<file path="config.mk">
export PLATFORM = sky130hd
export DESIGN_NAME = bitmap_frame_allocator
export DESIGN_NICKNAME = d
export VERILOG_FILES = /design/src/hdl/bfa_pkg.sv /design/src/hdl/bfa_find_zero.sv /design/src/hdl/bitmap_frame_allocator.sv
export SDC_FILE = /design/constraint.sdc
export NUM_CORES = 2
export LEC_CHECK = 0
export BUFFER_PORTS_ARGS = -buffer_cell sky130_fd_sc_hd__buf_2
export CORE_UTILIZATION = 25
export CTS_CLUSTER_DIAMETER = 150
export DETAILED_ROUTE_END_ITERATION = 10
export PLACE_DENSITY_LB_ADDON = 0.2
export SLEW_MARGIN = 40
export SYNTH_ARGS = -nofsm -noshare
export SYNTH_HDL_FRONTEND = slang
export SYNTH_SLANG_ARGS = --single-unit
</file>
<file path="constraint.sdc">
create_clock -name clk -period 21.2 [get_ports clk]
set_input_delay 5.3 -clock clk [delete_from_list [all_inputs] [get_ports clk]]
set_output_delay 5.3 -clock clk [all_outputs]
set_load 0.1 [all_outputs]
</file>
<file path="src/hdl/bfa_pkg.sv">
// ----------------------------------------------------------------------------
// bfa_pkg
// Shared widths, codes and types of the bitmap frame allocator.
// ----------------------------------------------------------------------------
package bfa_pkg;

    localparam int WORD_W     = 64;   // map bits per memory word
    localparam int WORD_IDX_W = 6;    // bit index within a word
    localparam int FRAME_W    = 20;
    localparam int KF_W       = 13;
    localparam int OP_W       = 2;
    localparam int STATUS_W   = 2;
    localparam int CFG_IDX_W  = 1;

    localparam logic [FRAME_W-1:0] FRAME_BASE_RST = 20'd524800;   // 0x80200000 / 4096

    localparam logic [OP_W-1:0] OP_ALLOC = 2'd0;
    localparam logic [OP_W-1:0] OP_FREE  = 2'd1;
    localparam logic [OP_W-1:0] OP_QUERY = 2'd2;

    localparam logic [STATUS_W-1:0] STAT_OK      = 2'd0;
    localparam logic [STATUS_W-1:0] STAT_NO_FREE = 2'd1;
    localparam logic [STATUS_W-1:0] STAT_OUTSIDE = 2'd2;

    localparam logic [CFG_IDX_W-1:0] CFG_KERNEL_FRAMES = 1'b0;
    localparam logic [CFG_IDX_W-1:0] CFG_FRAME_BASE    = 1'b1;

    typedef struct packed {
        logic                  found;
        logic [WORD_IDX_W-1:0] index;
    } hit_t;

endpackage

</file>
<file path="src/hdl/bfa_find_zero.sv">
// ----------------------------------------------------------------------------
// bfa_find_zero
// Priority encoder: lowest clear bit of one map word.
// ----------------------------------------------------------------------------
module bfa_find_zero
    import bfa_pkg::*;
(
    input  logic [WORD_W-1:0] word,
    output hit_t              hit
);

    always_comb
    begin
        hit.found = 1'b0;
        hit.index = '0;
        // walk downwards so the lowest clear bit wins
        for (int j = WORD_W - 1; j >= 0; j--)
        begin
            if (!word[j])
            begin
                hit.found = 1'b1;
                hit.index = WORD_IDX_W'(j);
            end
        end
    end

endmodule

</file>
<file path="src/hdl/bitmap_frame_allocator.sv">
// ----------------------------------------------------------------------------
// bitmap_frame_allocator
// First-fit page frame allocator over a one-bit-per-frame used map held in
// a synchronous memory of 64-bit words.
// ----------------------------------------------------------------------------
// Sequence from the start transfer to the done strobe: free and query decode,
// read the map word, then write back or return the bit; a frame outside the
// map ends at decode, as does the unused code. Allocate writes the kernel
// reservation words on the first allocate, then scans the map words (one per
// cycle through the memory read port, up to ceil(NUM_FRAMES/64)).
// One item at a time; busy is high until the strobe cycle. Results cannot be
// stalled. After reset a clearing pass over all ceil(NUM_FRAMES/64) words (64 by
// default) zeroes the map while busy is high; config writes are taken anyway.
// ----------------------------------------------------------------------------
module bitmap_frame_allocator
    import bfa_pkg::*;
#(
    parameter int NUM_FRAMES = 4096
)
(
    input  logic                 clk,
    input  logic                 rst_n,

    // configuration write port
    input  logic                 wr_en,
    input  logic [CFG_IDX_W-1:0] wr_index,
    input  logic [FRAME_W-1:0]   wr_data,

    // command
    input  logic                 start,
    output logic                 busy,
    input  logic [OP_W-1:0]      operation,
    input  logic [FRAME_W-1:0]   frame,

    // result
    output logic                 done,
    output logic [FRAME_W-1:0]   frame_out,
    output logic [STATUS_W-1:0]  status,
    output logic                 is_used
);

    // map geometry
    localparam int DEPTH     = (NUM_FRAMES + WORD_W - 1) / WORD_W;
    localparam int ROW_W     = (DEPTH > 1) ? $clog2(DEPTH) : 1;
    localparam int LAST_BITS = NUM_FRAMES - (DEPTH - 1) * WORD_W;

    localparam logic [ROW_W-1:0]   LAST_ROW = ROW_W'(DEPTH - 1);
    localparam logic [FRAME_W-1:0] NUM_F    = FRAME_W'(NUM_FRAMES);
    // bits of the last word that lie beyond the map read as used
    localparam logic [WORD_W-1:0]  TAIL_MASK =
        ~((WORD_W'(1) << LAST_BITS) - WORD_W'(1));

    // sequencer states
    localparam logic [2:0] ST_CLR  = 3'd0;   // clearing pass after reset
    localparam logic [2:0] ST_IDLE = 3'd1;
    localparam logic [2:0] ST_DISP = 3'd2;   // decode the command
    localparam logic [2:0] ST_RSV  = 3'd3;   // kernel reservation writes
    localparam logic [2:0] ST_SCAN = 3'd4;   // issue first scan read
    localparam logic [2:0] ST_SCHK = 3'd5;   // check a word, read the next
    localparam logic [2:0] ST_FREE = 3'd6;   // write back the cleared bit
    localparam logic [2:0] ST_QRY  = 3'd7;   // return the read bit

    // the map memory
    logic [WORD_W-1:0] map_mem [DEPTH];
    logic [WORD_W-1:0] rd_data_reg;
    logic              mem_we;
    logic [ROW_W-1:0]  mem_waddr;
    logic [WORD_W-1:0] mem_wdata;
    logic              mem_re;
    logic [ROW_W-1:0]  mem_raddr;

    always_ff @(posedge clk)
    begin
        if (mem_we)
        begin
            map_mem[mem_waddr] <= mem_wdata;
        end
        if (mem_re)
        begin
            rd_data_reg <= map_mem[mem_raddr];
        end
    end

    // control and payload registers
    logic [2:0]          state_reg,     state_next;
    logic [ROW_W-1:0]    cnt_reg,       cnt_next;
    logic [ROW_W-1:0]    row_reg,       row_next;
    logic                first_reg,     first_next;
    logic                reserved_reg,  reserved_next;
    logic [FRAME_W-1:0]  pos_reg,       pos_next;
    logic [OP_W-1:0]     op_reg,        op_next;
    logic [FRAME_W-1:0]  frame_reg,     frame_next;
    logic                done_reg,      done_next;
    logic [FRAME_W-1:0]  frame_out_reg, frame_out_next;
    logic [STATUS_W-1:0] status_reg,    status_next;
    logic                is_used_reg,   is_used_next;
    logic [KF_W-1:0]     kf_reg;
    logic [FRAME_W-1:0]  base_reg;

    // scan start: kernel_frames + 1, that frame itself is never granted
    logic [FRAME_W-1:0]  scan_start;
    logic [WORD_W-1:0]   below_mask;
    logic [WORD_W-1:0]   scan_word;
    logic [WORD_W-1:0]   rsv_mask;
    logic [FRAME_W-1:0]  kf_row;
    logic [FRAME_W-1:0]  disp_pos;
    hit_t                hit;

    assign scan_start = FRAME_W'(kf_reg) + FRAME_W'(1);
    assign below_mask = (WORD_W'(1) << scan_start[WORD_IDX_W-1:0]) - WORD_W'(1);
    assign kf_row     = FRAME_W'(kf_reg[KF_W-1:WORD_IDX_W]);
    assign disp_pos   = (op_reg == OP_FREE) ? (frame_reg - base_reg) : frame_reg;

    // word under test: stored bits, bits below the start, bits past the map
    assign scan_word = rd_data_reg
                     | (first_reg ? below_mask : '0)
                     | ((row_reg == LAST_ROW) ? TAIL_MASK : '0);

    bfa_find_zero u_find_zero
    (
        .word (scan_word),
        .hit  (hit)
    );

    // reservation word: whole rows below the boundary word, partial at it.
    // The map is still all clear here, so the rest of the boundary word is
    // already zero.
    always_comb
    begin
        if (FRAME_W'(cnt_reg) < kf_row)
        begin
            rsv_mask = '1;
        end
        else
        begin
            rsv_mask = (WORD_W'(1) << kf_reg[WORD_IDX_W-1:0]) - WORD_W'(1);
        end
        if (cnt_reg == LAST_ROW)
        begin
            rsv_mask = rsv_mask & ~TAIL_MASK;
        end
    end

    always_comb
    begin
        state_next     = state_reg;
        cnt_next       = cnt_reg;
        row_next       = row_reg;
        first_next     = first_reg;
        reserved_next  = reserved_reg;
        pos_next       = pos_reg;
        op_next        = op_reg;
        frame_next     = frame_reg;
        done_next      = 1'b0;
        frame_out_next = frame_out_reg;
        status_next    = status_reg;
        is_used_next   = is_used_reg;
        mem_we         = 1'b0;
        mem_waddr      = cnt_reg;
        mem_wdata      = '0;
        mem_re         = 1'b0;
        mem_raddr      = row_reg;

        unique case (state_reg)
            ST_CLR:
            begin
                mem_we    = 1'b1;
                mem_waddr = cnt_reg;
                mem_wdata = '0;
                cnt_next  = cnt_reg + ROW_W'(1);
                if (cnt_reg == LAST_ROW)
                begin
                    state_next = ST_IDLE;
                end
            end

            ST_IDLE:
            begin
                if (start)
                begin
                    op_next    = operation;
                    frame_next = frame;
                    state_next = ST_DISP;
                end
            end

            ST_DISP:
            begin
                pos_next = disp_pos;
                priority case (op_reg)
                    OP_ALLOC:
                    begin
                        if (!reserved_reg)
                        begin
                            reserved_next = 1'b1;
                            cnt_next      = '0;
                            state_next    = (kf_reg != '0) ? ST_RSV : ST_SCAN;
                        end
                        else
                        begin
                            state_next = ST_SCAN;
                        end
                    end
                    OP_FREE, OP_QUERY:
                    begin
                        if (disp_pos >= NUM_F)
                        begin
                            done_next      = 1'b1;
                            frame_out_next = '0;
                            status_next    = STAT_OUTSIDE;
                            is_used_next   = 1'b0;
                            state_next     = ST_IDLE;
                        end
                        else
                        begin
                            mem_re     = 1'b1;
                            mem_raddr  = disp_pos[WORD_IDX_W +: ROW_W];
                            state_next = (op_reg == OP_FREE) ? ST_FREE : ST_QRY;
                        end
                    end
                    default:
                    begin
                        // unused code: plain zero answer
                        done_next      = 1'b1;
                        frame_out_next = '0;
                        status_next    = STAT_OK;
                        is_used_next   = 1'b0;
                        state_next     = ST_IDLE;
                    end
                endcase
            end

            ST_RSV:
            begin
                mem_we    = 1'b1;
                mem_waddr = cnt_reg;
                mem_wdata = rsv_mask;
                cnt_next  = cnt_reg + ROW_W'(1);
                if ((FRAME_W'(cnt_reg) == kf_row) || (cnt_reg == LAST_ROW))
                begin
                    state_next = ST_SCAN;
                end
            end

            ST_SCAN:
            begin
                if (scan_start >= NUM_F)
                begin
                    done_next      = 1'b1;
                    frame_out_next = '0;
                    status_next    = STAT_NO_FREE;
                    is_used_next   = 1'b0;
                    state_next     = ST_IDLE;
                end
                else
                begin
                    mem_re     = 1'b1;
                    mem_raddr  = scan_start[WORD_IDX_W +: ROW_W];
                    row_next   = scan_start[WORD_IDX_W +: ROW_W];
                    first_next = 1'b1;
                    state_next = ST_SCHK;
                end
            end

            ST_SCHK:
            begin
                if (hit.found)
                begin
                    mem_we         = 1'b1;
                    mem_waddr      = row_reg;
                    mem_wdata      = rd_data_reg | (WORD_W'(1) << hit.index);
                    done_next      = 1'b1;
                    frame_out_next = FRAME_W'({row_reg, hit.index}) + base_reg;
                    status_next    = STAT_OK;
                    is_used_next   = 1'b0;
                    state_next     = ST_IDLE;
                end
                else if (row_reg == LAST_ROW)
                begin
                    done_next      = 1'b1;
                    frame_out_next = '0;
                    status_next    = STAT_NO_FREE;
                    is_used_next   = 1'b0;
                    state_next     = ST_IDLE;
                end
                else
                begin
                    mem_re     = 1'b1;
                    mem_raddr  = row_reg + ROW_W'(1);
                    row_next   = row_reg + ROW_W'(1);
                    first_next = 1'b0;
                end
            end

            ST_FREE:
            begin
                mem_we         = 1'b1;
                mem_waddr      = pos_reg[WORD_IDX_W +: ROW_W];
                mem_wdata      = rd_data_reg
                               & ~(WORD_W'(1) << pos_reg[WORD_IDX_W-1:0]);
                done_next      = 1'b1;
                frame_out_next = '0;
                status_next    = STAT_OK;
                is_used_next   = 1'b0;
                state_next     = ST_IDLE;
            end

            ST_QRY:
            begin
                done_next      = 1'b1;
                frame_out_next = '0;
                status_next    = STAT_OK;
                is_used_next   = rd_data_reg[pos_reg[WORD_IDX_W-1:0]];
                state_next     = ST_IDLE;
            end

            default:
            begin
                state_next = ST_IDLE;
            end
        endcase
    end

    always_ff @(posedge clk or negedge rst_n)
    begin
        if (!rst_n)
        begin
            state_reg    <= ST_CLR;
            cnt_reg      <= '0;
            reserved_reg <= 1'b0;
            done_reg     <= 1'b0;
            kf_reg       <= '0;
            base_reg     <= FRAME_BASE_RST;
        end
        else
        begin
            state_reg    <= state_next;
            cnt_reg      <= cnt_next;
            reserved_reg <= reserved_next;
            done_reg     <= done_next;
            if (wr_en)
            begin
                unique case (wr_index)
                    CFG_KERNEL_FRAMES: kf_reg   <= wr_data[KF_W-1:0];
                    CFG_FRAME_BASE:    base_reg <= wr_data;
                    default:           ;
                endcase
            end
        end
    end

    // payload registers, no reset
    always_ff @(posedge clk)
    begin
        row_reg       <= row_next;
        first_reg     <= first_next;
        pos_reg       <= pos_next;
        op_reg        <= op_next;
        frame_reg     <= frame_next;
        frame_out_reg <= frame_out_next;
        status_reg    <= status_next;
        is_used_reg   <= is_used_next;
    end

    assign busy      = (state_reg != ST_IDLE);
    assign done      = done_reg;
    assign frame_out = frame_out_reg;
    assign status    = status_reg;
    assign is_used   = is_used_reg;

endmodule
</file>
Yosys cells after proc, flatten, opt, wreduce, memory -nomap -nowiden
Memory sizes are Yosys's and may differ from the RTL's. A register that Yosys moved wholly into a read port is not among the register bits.
Index checks and enable logic that the tools add are counted.
- flip-flop bits (word level): 108
- memory bits (writable): 4096
- bits of input ports: 47
- output and inout port bits: 25
- memories kept: 1
- memory list (name ; depth ; bits a word ; rd ports ; clocked after memory_dff ; write ports ; line ; RTL):
    map_mem ; 64 ; 64 ; 1 ; 1 ; 1 ; bitmap_frame_allocator.sv:64 ; logic [WORD_W-1:0] map_mem [DEPTH];
- add/sub/neg operators: 7
- order comparisons: 4
- eq/ne operators: 25
- shift operators: 4
- multiplexer cells: 133
- bitwise gates (word level): 5
- reduce and logical (&&, ||, !) cells: 21
- operators by type and width (operator ; count):
    2-to-1 mux 7 bit ; 64
    << shifter 1 x 6 -> 64 bit, first input constant ; 4
    2-to-1 mux 64 bit ; 3
    one-hot mux 64 bit (3 select lines) ; 1
    OR 64 bit ; 2
    subtractor 64 x 2 -> 64 bit, second input constant ; 2
    2-to-1 mux 20 bit ; 5
    one-hot mux 20 bit (4 select lines) ; 1
    AND 64 bit ; 1
    NOT 64 bit ; 1
    2-to-1 mux 6 bit ; 8
    one-hot mux 20 bit (2 select lines) ; 1
    one-hot mux 6 bit (2 select lines) ; 3
    2-to-1 mux 3 bit ; 9
    2-to-1 mux 1 bit ; 21
    one-hot mux 3 bit (7 select lines) ; 1
    adder 12 x 20 -> 20 bit ; 1
    greater-or-equal comparator 20 x 13 -> 1 bit, second input constant ; 1
    subtractor 20 bit ; 1
    inequality test 2 bit, second input constant ; 9
    one-hot mux 6 bit (3 select lines) ; 1
    adder 13 x 1 -> 14 bit, second input constant ; 1
    greater-or-equal comparator 14 x 13 -> 1 bit, second input constant ; 1
    nonzero test 13 bit ; 1
    35 further kinds ; 56

Depth between registers and ports, before layout
- depth after elaboration: 73
- mapped depth: 32

Modules after synthesis
From an unflattened synthesis, not the netlist that was laid out.
- cell total of the unflattened synthesis: 12958
- area total of the unflattened synthesis: 175623.4 um^2
- by module, submodules not included (module ; times used ; cells an instance ; area each (um^2) ; sequential area each (um^2)):
    bitmap_frame_allocator ; 1 ; 12815 ; 174766.4 ; 127945.2
    bfa_find_zero ; 1 ; 143 ; 857.1 ; 0.0

Least setup slack after synthesis
Ideal clock, no wire load.
- path kind: register to register
- start: register kf_reg[1]
- end: register frame_out_reg[0], in the netlist frame_out[0] (enable)
- setup time: 0.759 ns
- data arrival time: 11.290 ns
- path slack: 9.150 ns
- stages on the path, launching flop included: 24
- buffers on the path: 5
- clock period less this slack: 12.050 ns
- cells stage by stage: dfrtp_1 -> buf_4 -> nand2_1 -> clkbuf_1 -> inv_1 -> clkbuf_1 -> ha_1 -> inv_1 -> nor3_1 -> nand2_1 -> ha_1 -> a21boi_1 -> a21o_1 -> buf_2 -> a311oi_1 -> a311oi_1 -> nor4_1 -> nand4_1 -> nor2_2 -> and4_1 -> buf_4 -> a21oi_1 -> o21ai_0 -> nor2_1
- cells in the longest elaborated chain, start to end: 71
- elaborated cells between the ends (all ways): 73
- those cells by class: 2 x add/sub; 1 x order compare; 2 x eq/ne; 1 x shift; 65 x mux; 1 x bitwise; 1 x reduce/logical
- RTL lines (what ; line ; RTL):
    start, declared ; bitmap_frame_allocator.sv:97 ; logic [KF_W-1:0] kf_reg;
    start signal, assigned ; bitmap_frame_allocator.sv:344 ; CFG_KERNEL_FRAMES: kf_reg <= wr_data[KF_W-1:0];
    adder 13 x 1 -> 14 bit * ; bitmap_frame_allocator.sv:109 ; assign scan_start = FRAME_W'(kf_reg) + FRAME_W'(1);
    << shifter 1 x 6 -> 64 bit ; bitmap_frame_allocator.sv:110 ; assign below_mask = (WORD_W'(1) << scan_start[WORD_IDX_W-1:0]) - WORD_W'(1);
    subtractor 64 x 2 -> 64 bit ; bitmap_frame_allocator.sv:110 ;
    2-to-1 mux 64 bit ; bitmap_frame_allocator.sv:116 ; | (first_reg ? below_mask : '0)
    OR 64 bit ; bitmap_frame_allocator.sv:116 ;
    2-to-1 mux 7 bit (64 in series) ; bfa_find_zero.sv:19 ; if (!word[j])
    inequality test 3 bit (no source line) ; - ;
    AND reduction 5 bit (no source line) * ; - ;
    end signal, assigned ; bitmap_frame_allocator.sv:360 ; frame_out_reg <= frame_out_next;
    end, declared ; bitmap_frame_allocator.sv:94 ; logic [FRAME_W-1:0] frame_out_reg, frame_out_next;
Every way passes the cells marked *; elsewhere a longest branch is shown, timed or not.
A chain may end at the register's enable or synchronous reset.

Worst setup path in the final report
- start: register kf_reg[0]
- end: register rd_data_reg[31] (read register of map_mem) (data pin)
- cells in the longest elaborated chain, start to end: 71
- elaborated cells between the ends (all ways): 76
- those cells by class: 2 x add/sub; 1 x order compare; 1 x shift; 71 x mux; 1 x bitwise
- RTL lines (what ; line ; RTL):
    adder 13 x 1 -> 14 bit * ; bitmap_frame_allocator.sv:109 ;
    << shifter 1 x 6 -> 64 bit ; bitmap_frame_allocator.sv:110 ;
    subtractor 64 x 2 -> 64 bit ; bitmap_frame_allocator.sv:110 ;
    2-to-1 mux 64 bit ; bitmap_frame_allocator.sv:116 ;
    OR 64 bit ; bitmap_frame_allocator.sv:116 ;
    2-to-1 mux 7 bit (64 in series) ; bfa_find_zero.sv:19 ;
    2-to-1 mux 6 bit or 2-to-1 mux 1 bit (tied branches) ; bitmap_frame_allocator.sv:267 ; if (hit.found)
    one-hot mux 6 bit (3 select lines) or one-hot mux 1 bit (3 select lines) (tied branches) ; bitmap_frame_allocator.sv:164 ; unique case (state_reg)
    end, declared ; bitmap_frame_allocator.sv:65 ; logic [WORD_W-1:0] rd_data_reg;
Marks and branches as above.

==> metrics <==
area share of fa/ha/maj cells after synthesis=0.347%; asr flop ratio synth=1.03%; global-route usage over all layers=20.2%; Layout fillers=71900; syn_area_per_cell=15.1 µm²; vias in the first global route=116000; max cap viols=0; Compound-Gate Fraction of Synth Area=12.3%; total CTS buffers=451; Detailed Routing Iterations Pass 1=7; slew at the pin closest to its max-slew limit=1.05 ns; Worst Setup End Kind=flop; CTS tree=done; WS Path Type=flop to flop; detailed-route wire length per cell=34.9 µm; Initial Util=25.1%; DP Area=0.196 mm²; yosys warns=0; setup TNS=0 ns; Die Ht=852 µm; number of synthesized flops with an enable pin=4224; met2 global-route usage=31.5%; Starting DRT DRC Count=15000; root buf cell=clkbuf_16; final setup skew=0.0848 ns; H-tree levels=5; total number of vias=121000; die width=852 µm; Routed WL=767 mm; met1 layer usage reported by global route=28.3%; Yosys top cell area share=70.2%; status=finished, final reports clean; Clock transition at path regs=0.07 ns; Worst slew margin=30.2%; CP Launch Type=flop; synth cell count leaders=edfxtp_1, mux2i_1, o21ai_0; DRC errors left=0; worst-skew pair later-pin latency=1.08 ns; final worst-path cycle share=54.7%; initial antenna violation count=62; Static Leakage=0.0595 µW; Crit path required time=21.93 ns; CTS resizes=0; Layout area overhead=15.9%; number of I/O pins=72; Post-CTS Setup Repair Bufs=0; die area=0.727 mm²; Vias/cell=5.50; Antenna Nets Post-Route=0; crit path launch=kf_reg[0]$_DFFE_PN0P_; critical path fanouts, max=90; main area contributors after synthesis=edfxtp_1, mux2i_1, a2111oi_0; share of cells above drive strength 1=14.2%; placer's final routability congestion estimate=0.952; max reg flops=4096; endpoints failing setup=0; Max Fclk=86.2 MHz; Synth Flop Type=edfxtp_1; Final Hold Fails=0; FF+latch count, synth=4268; most common cell in the netlist=edfxtp_1; core box area=0.721 mm²; Crit path arrival time=12.33 ns; CTS max path bufs=4; Finished Cell Area=0.210 mm²; Distinct cells, synth=112; RSZ-0062 raised after global routing=no; sequential area share after synthesis=70.8%; Period minus WS final=11.60 ns; syn nets=12100; HP Start=base_reg[8]$_DFFE_PN0P_; Post-Synthesis Cell Area=0.181 mm²; Rows=312; global-route wire length before repair=1040 mm; port bufs=71; nets@finish=12100; Post-CTS Hold Fix Bufs=0; worst vdd ir=0.0702 mV; main combinational cell family by area after synthesis=compound AO/OA/AOI/OAI gates; Synth area leader=edfxtp_1; post-synthesis mux area share=7.93%; TritonCTS Sinks=4268; most used routing layer=met2; Post-Synth XOR/XNOR Area=0.309%; DPL Wire Length=429 mm; Final Slew Violations=0; largest net degree at the start of global routing=138; Mapped Cells=12000; PD cells=82.6 mW/mm²; met3 Use GR=3.56%; simple-gate share of the synthesized area=5.79%; Overflow after GRT=0; RR Startpoint=kf_reg[0]$_DFFE_PN0P_; Min-Delay Path Class=flop to flop
## power by group
group | internal (µW) | switching, µW
clock | 4190 | 3430
combinational | 157 | 381
sequential | 9140 | 14.5
total | 13500 | 3830
## logic make-up after synthesis
logic type	Yosys count
AOI/OAI and AO/OA	3145
xor gates and xnor gates	63
muxes	1367
adders and majority gates	50
buffers and inverters	1118
and+or+nand+nor	2002
DFF	4268
## metrics by stage
stage / setup WS (ns) / utilization (%) / instances / hold slack [ns] / total power (µW)
final: 9.60 / 29.1 / 22000 / 0.549 / 17300
after global routing: 9.36 / 29.1 / 22000 / 0.578 / 17800
after CTS: 9.73 / 29.0 / 22000 / 0.551 / 17400
after detailed placement: 9.84 / 27.1 / 21100 / 0.536 / 9850
after global placement: 8.96 / 26.9 / 21100 / 0.526 / 9850
after floorplan: 9.15 / - / 12000 / 0.459 / 9650
## worst paths after layout
kind                                             endpoint  slack [ns]  depth (start not counted)
min in group asynchronous           kf_reg[2]$_DFFE_PN0P_        4.40                          2
worst max-delay path            rd_data_reg[31]$_DFFE_PP_        9.60                         25
worst min register to register    base_reg[8]$_DFFE_PN0P_        0.55                          1
worst min-delay path              base_reg[8]$_DFFE_PN0P_        0.55                          1
max in group asynchronous           kf_reg[3]$_DFFE_PN0P_       16.27                          2
worst max register to register  rd_data_reg[31]$_DFFE_PP_        9.60                         25
## final cells by class
class                      instances  area, µm²  share of cell area (%)
inverter                          66        248                   0.118
antenna                           20       50.0                  0.0239
clock inverter                   249       1820                   0.870
timing repair buffer             614       5740                    2.74
multi-input combinational       6627      49900                    23.8
sequential                      4268     128000                    61.0
tap                             9577      12000                    5.72
clock buffer                     574      11900                    5.68
## worst max-delay path: stages, from the launching register on
cell      delay (ns)
dfrtp_2         0.41
nand2_1         0.51
inv_1           0.44
ha_1            0.40
buf_4           0.31
inv_1           0.25
nor3_2          0.54
nand2_1         0.15
ha_1            0.33
a21boi_1        0.22
a21o_1          0.47
nand3_1         0.30
mux2i_1         0.26
nor4b_1         0.65
nand4_1         0.38
nor2_2          0.38
a31oi_1         0.22
a2111o_2        0.63
nand2_4         0.52
buf_4           0.70
buf_12          0.65
buf_6           0.63
mux2_2          0.41
a2111o_1        0.40
nor4_1          0.66
nor4_1          0.11
## routing by layer
layer / part of all wire (%) / up-vias
li1: - / 49400
met1: 43 / 64500
met2: 45 / 5776
met3: 7.6 / 1259
met4: 4.1 / 20
met5: 0.020 / -
## placed cells by master, fill, tap and decap left out, drive strengths merged, types with 35 or more instances in the layout
| cell type | Yosys | final |
|---|---|---|
| edfxtp | 4224 | 4224 |
| ha | 47 | 47 |
| a2111o | 195 | 195 |
| and4 | 69 | 69 |
| nor4 | 297 | 297 |
| xnor2 | 45 | 45 |
| a21oi | 209 | 209 |
| nand2 | 248 | 248 |
| a2111oi | 842 | 842 |
| o22ai | 400 | 400 |
| mux2i | 1053 | 1053 |
| buf | 321 | 614 |
| o211ai | 35 | 35 |
| nor3 | 83 | 83 |
| nor2 | 256 | 256 |
| a31oi | 65 | 65 |
| inv | 61 | 74 |
| a21o | 37 | 37 |
| clkbuf | 731 | 574 |
| o22a | 127 | 127 |
| nand3 | 856 | 856 |
| clkinv | 5 | 217 |
| o21ai | 1006 | 1006 |
| mux2 | 293 | 293 |
| dfrtp | 42 | 42 |
Power figures use the tool's default switching activity.
